File: src/sv/cpb_pkg.sv
`timescale 1ns / 1ps
package cpb_pkg;

	localparam logic [1:0] FMT_RGB_LE = 2'd0;
	localparam logic [1:0] FMT_RGB_BE = 2'd1;
	localparam logic [1:0] FMT_GRAY4  = 2'd2;
	localparam logic [1:0] FMT_GRAY8  = 2'd3;

	localparam logic [1:0] REG_FORMAT = 2'd0;
	localparam logic [1:0] REG_COLOR  = 2'd1;
	localparam logic [1:0] REG_BLEND  = 2'd2;

	localparam logic [31:0] PACK_MASK  = 32'h07E0F81F;
	localparam logic [31:0] PACK_ROUND = 32'h02008010;
	localparam logic [7:0]  BLEND_OPAQUE = 8'hFF;
	localparam logic [7:0]  COV_FULL     = 8'hFF;
	localparam logic [4:0]  W_FULL       = 5'd31;

	typedef struct packed {
		logic [1:0]  pixel_format;
		logic [15:0] fill_color;
		logic [7:0]  global_blend;
	} cfg_t;

	typedef struct packed {
		logic        valid;
		logic        full;
		logic [7:0]  wt;
		logic [15:0] src;
		logic [15:0] dst;
	} wstage_t;

	function automatic logic [15:0] swap16(input logic [15:0] v);
		return {v[7:0], v[15:8]};
	endfunction

	function automatic logic [31:0] pack565(input logic [15:0] v);
		return {v, v} & PACK_MASK;
	endfunction

endpackage

File: src/sv/cpb_weight.sv
`timescale 1ns / 1ps
module cpb_weight (
	input  logic               clk,
	input  logic               arst_n,
	input  logic               en,
	input  logic               in_valid,
	input  logic [15:0]        old_pixel,
	input  logic [7:0]         coverage,
	input  cpb_pkg::cfg_t      cfg,
	output cpb_pkg::wstage_t   st_s2
);
	import cpb_pkg::*;

	logic        v_s1;
	logic [15:0] old_s1;
	logic [7:0]  cov_s1;
	logic [15:0] prod_s1;

	logic        opaque;
	logic [4:0]  w5;
	wstage_t     nxt;

	always_ff @(posedge clk or negedge arst_n) begin
		if (!arst_n) begin
			v_s1 <= 1'b0;
		end else if (en) begin
			v_s1 <= in_valid;
		end
	end

	always_ff @(posedge clk) begin
		if (en) begin
			old_s1  <= old_pixel;
			cov_s1  <= coverage;
			prod_s1 <= {8'h00, coverage} * {8'h00, cfg.global_blend};
		end
	end

	always_comb begin
		opaque    = (cfg.global_blend == BLEND_OPAQUE);
		w5        = opaque ? cov_s1[7:3] : prod_s1[15:11];
		nxt.valid = v_s1;
		nxt.full  = opaque && (cov_s1 == COV_FULL);
		nxt.wt    = {3'b000, w5};
		nxt.src   = cfg.fill_color;
		nxt.dst   = old_s1;
		unique case (cfg.pixel_format)
			FMT_RGB_LE: begin
			end
			FMT_RGB_BE: begin
				nxt.src = swap16(cfg.fill_color);
				nxt.dst = swap16(old_s1);
			end
			FMT_GRAY4: begin
				nxt.wt  = opaque ? cov_s1 : prod_s1[15:8];
				nxt.src = {12'h000, cfg.fill_color[3:0]};
				nxt.dst = {12'h000, old_s1[3:0]};
			end
			FMT_GRAY8: begin
				nxt.full = opaque && (w5 == W_FULL);
				nxt.src  = {8'h00, cfg.fill_color[7:0]};
				nxt.dst  = {8'h00, old_s1[7:0]};
			end
			default: begin
			end
		endcase
	end

	always_ff @(posedge clk or negedge arst_n) begin
		if (!arst_n) begin
			st_s2 <= '0;
		end else if (en) begin
			st_s2 <= nxt;
		end
	end

endmodule

File: src/sv/cpb_mix.sv
`timescale 1ns / 1ps
module cpb_mix (
	input  logic               clk,
	input  logic               arst_n,
	input  logic               en,
	input  cpb_pkg::wstage_t   st_s2,
	input  cpb_pkg::cfg_t      cfg,
	output logic               v_s4,
	output logic [15:0]        pix_s4
);
	import cpb_pkg::*;

	logic        v_s3;
	logic        full_s3;
	logic [31:0] t_s3;
	logic [15:0] gsum_s3;

	logic [31:0] ps;
	logic [31:0] pd;
	logic [31:0] diff;
	logic [31:0] t_nxt;
	logic [15:0] gsum_nxt;

	logic [31:0] t_a;
	logic [31:0] t_b;
	logic [15:0] rgb;
	logic [15:0] res;

	always_comb begin
		ps    = pack565(st_s2.src);
		pd    = pack565(st_s2.dst);
		diff  = ps - pd;
		t_nxt = 32'(diff * {27'd0, st_s2.wt[4:0]}) + (pd << 5) - pd + PACK_ROUND;
		if (cfg.pixel_format == FMT_GRAY4) begin
			gsum_nxt = ({12'h000, st_s2.dst[3:0]} * {8'h00, 8'hFF - st_s2.wt})
				+ ({12'h000, st_s2.src[3:0]} * {8'h00, st_s2.wt});
		end else begin
			gsum_nxt = ({8'h00, st_s2.dst[7:0]} * {11'd0, W_FULL - st_s2.wt[4:0]})
				+ ({8'h00, st_s2.src[7:0]} * {11'd0, st_s2.wt[4:0]});
		end
	end

	always_ff @(posedge clk or negedge arst_n) begin
		if (!arst_n) begin
			v_s3 <= 1'b0;
			v_s4 <= 1'b0;
		end else if (en) begin
			v_s3 <= st_s2.valid;
			v_s4 <= v_s3;
		end
	end

	always_ff @(posedge clk) begin
		if (en) begin
			full_s3 <= st_s2.full;
			t_s3    <= t_nxt;
			gsum_s3 <= gsum_nxt;
			pix_s4  <= res;
		end
	end

	always_comb begin
		t_a = t_s3 + ((t_s3 >> 5) & PACK_MASK);
		t_b = (t_a >> 5) & PACK_MASK;
		rgb = t_b[15:0] | t_b[31:16];
		res = rgb;
		unique case (cfg.pixel_format)
			FMT_RGB_LE: res = full_s3 ? cfg.fill_color : rgb;
			FMT_RGB_BE: res = full_s3 ? cfg.fill_color : swap16(rgb);
			FMT_GRAY4:  res = full_s3 ? {12'h000, cfg.fill_color[3:0]}
				: {8'h00, gsum_s3[15:8]};
			FMT_GRAY8:  res = full_s3 ? {8'h00, cfg.fill_color[7:0]}
				: {5'd0, gsum_s3[15:5]};
			default:    res = rgb;
		endcase
	end

endmodule

File: src/sv/coverage_pixel_blend.sv
`timescale 1ns / 1ps
// A result passes the stage one to four registers after its input transfer and is held on
// m_tdata by the stage four register until it transfers from there on m_tready.
// Throughput is one pixel per cycle; the whole pipeline holds when a result waits.
// Stage one forms the coverage by blend product, stage two the weights, stage three
// the channel multiply, stage four the rounding and the output register.
// Reset clears the valid bits and sets the registers to RGB565 little endian,
// fill color zero and global blend 255.
module coverage_pixel_blend (
	input  logic        clk,
	input  logic        arst_n,
	input  logic        s_tvalid,
	output logic        s_tready,
	input  logic [23:0] s_tdata,   // old_pixel [15:0], coverage [23:16]
	output logic        m_tvalid,
	input  logic        m_tready,
	output logic [15:0] m_tdata,   // new_pixel [15:0]
	input  logic        psel,
	input  logic        penable,
	input  logic        pwrite,
	input  logic [3:0]  paddr,
	input  logic [31:0] pwdata,
	output logic [31:0] prdata,
	output logic        pready
);
	import cpb_pkg::*;

	cfg_t        cfg_q;
	logic        en;
	logic        wr;
	wstage_t     st_s2;
	logic        v_s4;
	logic [15:0] pix_s4;

	assign pready = 1'b1;
	assign wr     = psel && penable && pwrite;

	always_ff @(posedge clk or negedge arst_n) begin
		if (!arst_n) begin
			cfg_q.pixel_format <= FMT_RGB_LE;
			cfg_q.fill_color   <= 16'h0000;
			cfg_q.global_blend <= BLEND_OPAQUE;
		end else if (wr) begin
			case (paddr[3:2])
				REG_FORMAT: cfg_q.pixel_format <= pwdata[1:0];
				REG_COLOR:  cfg_q.fill_color   <= pwdata[15:0];
				REG_BLEND:  cfg_q.global_blend <= pwdata[7:0];
				default: begin
				end
			endcase
		end
	end

	always_comb begin
		unique case (paddr[3:2])
			REG_FORMAT: prdata = {30'd0, cfg_q.pixel_format};
			REG_COLOR:  prdata = {16'd0, cfg_q.fill_color};
			REG_BLEND:  prdata = {24'd0, cfg_q.global_blend};
			default:    prdata = 32'd0;
		endcase
	end

	// The pipeline advances as a whole when the output register is free or drained.
	assign en       = !v_s4 || m_tready;
	assign s_tready = en;
	assign m_tvalid = v_s4;
	assign m_tdata  = pix_s4;

	cpb_weight u_weight (
		.clk       (clk),
		.arst_n    (arst_n),
		.en        (en),
		.in_valid  (s_tvalid),
		.old_pixel (s_tdata[15:0]),
		.coverage  (s_tdata[23:16]),
		.cfg       (cfg_q),
		.st_s2     (st_s2)
	);

	cpb_mix u_mix (
		.clk    (clk),
		.arst_n (arst_n),
		.en     (en),
		.st_s2  (st_s2),
		.cfg    (cfg_q),
		.v_s4   (v_s4),
		.pix_s4 (pix_s4)
	);

endmodule

File: config.mk
export PLATFORM = sky130hd
export DESIGN_NAME = coverage_pixel_blend
export DESIGN_NICKNAME = d
export VERILOG_FILES = /design/src/sv/cpb_pkg.sv /design/src/sv/cpb_weight.sv /design/src/sv/cpb_mix.sv /design/src/sv/coverage_pixel_blend.sv
export SDC_FILE = /design/constraint.sdc
export NUM_CORES = 1
export LEC_CHECK = 0
export ABC_AREA = 1
export BUFFER_PORTS_ARGS = -buffer_cell sky130_fd_sc_hd__buf_2
export CAP_MARGIN = 20
export CORE_ASPECT_RATIO = 1.25
export CORE_MARGIN = 5
export CORE_UTILIZATION = 55
export DETAILED_ROUTE_END_ITERATION = 8
export PLACE_DENSITY = 0.76
export RECOVER_POWER = 50
export SLEW_MARGIN = 20
export SYNTH_ARGS = -nofsm -noshare
export SYNTH_HDL_FRONTEND = slang
export SYNTH_HIERARCHICAL = 1
export SYNTH_SLANG_ARGS = --single-unit
File: constraint.sdc
create_clock -name clk -period 6 [get_ports clk]
set_input_delay 0 -clock clk [delete_from_list [all_inputs] [get_ports clk]]
set_output_delay 0 -clock clk [all_outputs]
set_load 0.01 [all_outputs]
==> metrics <==
hpwl dp=between 40000 and 50000 um; crit-path max FO=5; simple-gate share of the synthesized area=0.2322; Fillers=around 3200; CTS Sinks=161; Mapped Avg Cell Area=around 7.8 um2; area delta synth->final=9.986%; I/O Buffers=between 80 and 90; most frequent cell after synthesis=nand2_1; distinct cell type count after synthesis=60; clock buffer depth=2; Seq/Total Area, Yosys=0.2165; RSZ-0062 raised after global routing=yes; Core ar.=approximately 0.037 mm2; fin cells=around 3300; initial antenna violation count=1; vias in the first global route=approximately 18000; clk slew on worst S/H paths=approximately 80 ps; Die Y-Extent=227.1 um; drt via density=around 5.4; compound-cell area share of the yosys netlist=0.07138; largest net degree at the start of global routing=between 70 and 80; Setup crit end kind=flop; Row Count=~80; root buf cell=clkbuf_16; CTS buffer count=17; asr flop ratio synth=0.4410; Max-Cap Viols=2; adder-cell share of the synthesized area=0.3414; Clock H-tree levels=4; Avg WL per Cell=between 15 and 20 um; ranking of synthesized cells by area=fa_1 23%, edfxtp_1 13%, nand2_1 13%; GPL Wtd Cong=~0.93; grt total ovfl=0; crit start category=flop; # diodes=0; Initial DRT Pass Iterations=5; IO Pins=approximately 120; Bufs and invs on worst path=8; max frequency=between 150 and 200 MHz; final number of hold-violating endpoints=0; die width=183.7 um; Critical-path top delay cell=fa_1; flops & latches, synth=between 150 and 200; Max-slew headroom=-1.579; TritonCTS clock tree=built; mux cell area share after synthesis=0; Post-Place Cells=approximately 3200; fin crit period=between 5000 and 6000 ps; starting DRC count in detailed routing=1333; status=finished, violations left; NumNets Final=around 3300; first-pass GRT wire length=around 89000 um; Crit Path Class=flop to flop; Final Max Tran Viols=142; ANT nets after route=0; Final setup viols=0; Synth Instances=roughly 2700; max incr delay on CP=520 ps; CP required=approximately 6200 ps; Worst-Margin Slew=roughly 3900 ps; initial core utilization=0.5565; violated checks=capacitance limit, slew limit; Layout Skew=~19 ps; Hold Slack=about 260 ps; post-synth top area cell=fa_1; Arr. time, crit path=about 6000 ps; post-route DRC violation count=0; Worst-Skew Late Latency=450 ps; post-synth top area share=0.2346; number of flops mapped to enable cells by yosys=90; dominant synthesized flop cell=edfxtp_1; yosys warns=6; largest family of logic cells by synthesized area=adder cells; share of cells above drive strength 1=0.07521; XOR/XNOR Fraction of Synth Area=0.02094; overall routing resource usage=0.2659; Post-synth top cells=703 x nand2_1, 514 x inv_1, 262 x nor2_1; most used cell along the critical path=inv_1; Final Core Density=0.6120; Post-Route WL=around 55000 um; Hold Path Class=input pin to flop; die area=between 0.04 and 0.05 mm2; crit share post-route=0.9680; Via Count=roughly 18000; Cell Area, Synth=roughly 0.021 mm2; cell family with most CP delay=adder cells
## metal layers
metal  part of all wire  global-route usage  vias up
met5            0.00085                   0        -
met2               0.50              0.4700      658
met3              0.059             0.04187      148
li1                   -                   -     8419
met4              0.047              0.1168        6
met1               0.39              0.3220     8519
## cell families after synthesis
kind of cell	after synthesis
other cells	2
simple gates	1163
flops	161
fa+ha+maj	420
buf+inv	614
xor+xnor	47
compound gates	254
## flip-flops by register name, summed over array words and instances (netlist names)
| name | cells |
|---|---|
| u_mix/full_s3 | 1 |
| u_weight/cov_s1 | 8 |
| cfg_q | 26 |
| u_mix/pix_s4 | 16 |
| u_mix/t_s3 | 32 |
| u_weight/prod_s1 | 8 |
| u_mix/v_s3 | 1 |
| u_mix/gsum_s3 | 9 |
| u_weight/old_s1 | 16 |
| u_mix/v_s4 | 1 |
| u_weight/st_s2 | 42 |
| u_weight/v_s1 | 1 |
## final cells by class
type,count,area (um2),area share
Clock buffer,20,479.2,0.02101
Tap cell,486,608.1,0.02666
Clock inverter,12,112.6,0.004937
Multi-Input combinational cell,1901,14010,0.6143
Sequential cell,161,4489,0.1968
Timing Repair Buffer,169,1116,0.04894
Inverter,529,1992,0.08734
## metrics by stage
stage / setup TNS, ps / setup slack, ps / instance area [um2]
finish: 0 / 191.9 / 22810
floorplan: 0 / 176.6 / 20790
global placement: 0 / 110.8 / 21670
CTS: 0 / 61.51 / 22740
global route: -27.05 / -27.05 / 22810
detailed placement: -8.533 / -8.297 / 21670
## cell usage in the layout (no fill, tap or decap), types with 39 or more instances in the layout
| cell type | count |
|---|---|
| nand2_1 | 698 |
| inv_1 | 511 |
| nor2_1 | 259 |
| fa_1 | 241 |
| ha_1 | 168 |
| a21oi_1 | 97 |
| nand3_1 | 95 |
| edfxtp_1 | 90 |
| o21ai_0 | 64 |
| dfrtp_1 | 63 |
| clkbuf_1 | 47 |
| dlygate4sd3_1 | 47 |
| buf_2 | 39 |
## final timing paths
| path | startpoint | end | slack [ps] | cells past startpoint |
|---|---|---|---|---|
| setup / recovery | u_weight/st_s2[0] | u_mix/t_s3[31] | 190 | 27 |
| hold / removal | s_tdata[7] | u_weight/old_s1[7] | 260 | 2 |
| setup reg to reg | u_weight/st_s2[0] | u_mix/t_s3[31] | 190 | 27 |
| hold reg to reg | u_weight/v_s1 | u_weight/v_s1 | 470 | 2 |
| max in group asynchronous | arst_n | u_weight/st_s2[34] | 2260 | 3 |
| min in group asynchronous | arst_n | cfg_q[10] | 1570 | 3 |
## timing repair
| action | in CTS | in global routing |
|---|---|---|
| hold buffers | 47 | 0 |
| buffers inserted | 0 | 1 |
| resized for setup | 2 | 36 |
| pin swaps | 0 | 8 |
| setup endpoints to repair | 3 | 14 |
| hold endpoints to repair | 114 | 0 |
| gates cloned | 0 | 0 |
## worst register-to-register path: cells and delay by family, from the launching register on
family / cells / cell delay, ps
adder cells (fa/ha/maj): 8 / 3300
buffers and inverters: 8 / 500
flip-flops: 1 / 390
AND/OR/NAND/NOR: 11 / 1350
Power is left out: the tool's default activity adds up to more than one toggle a clock period on the data nets, which glitch-free logic cannot reach.
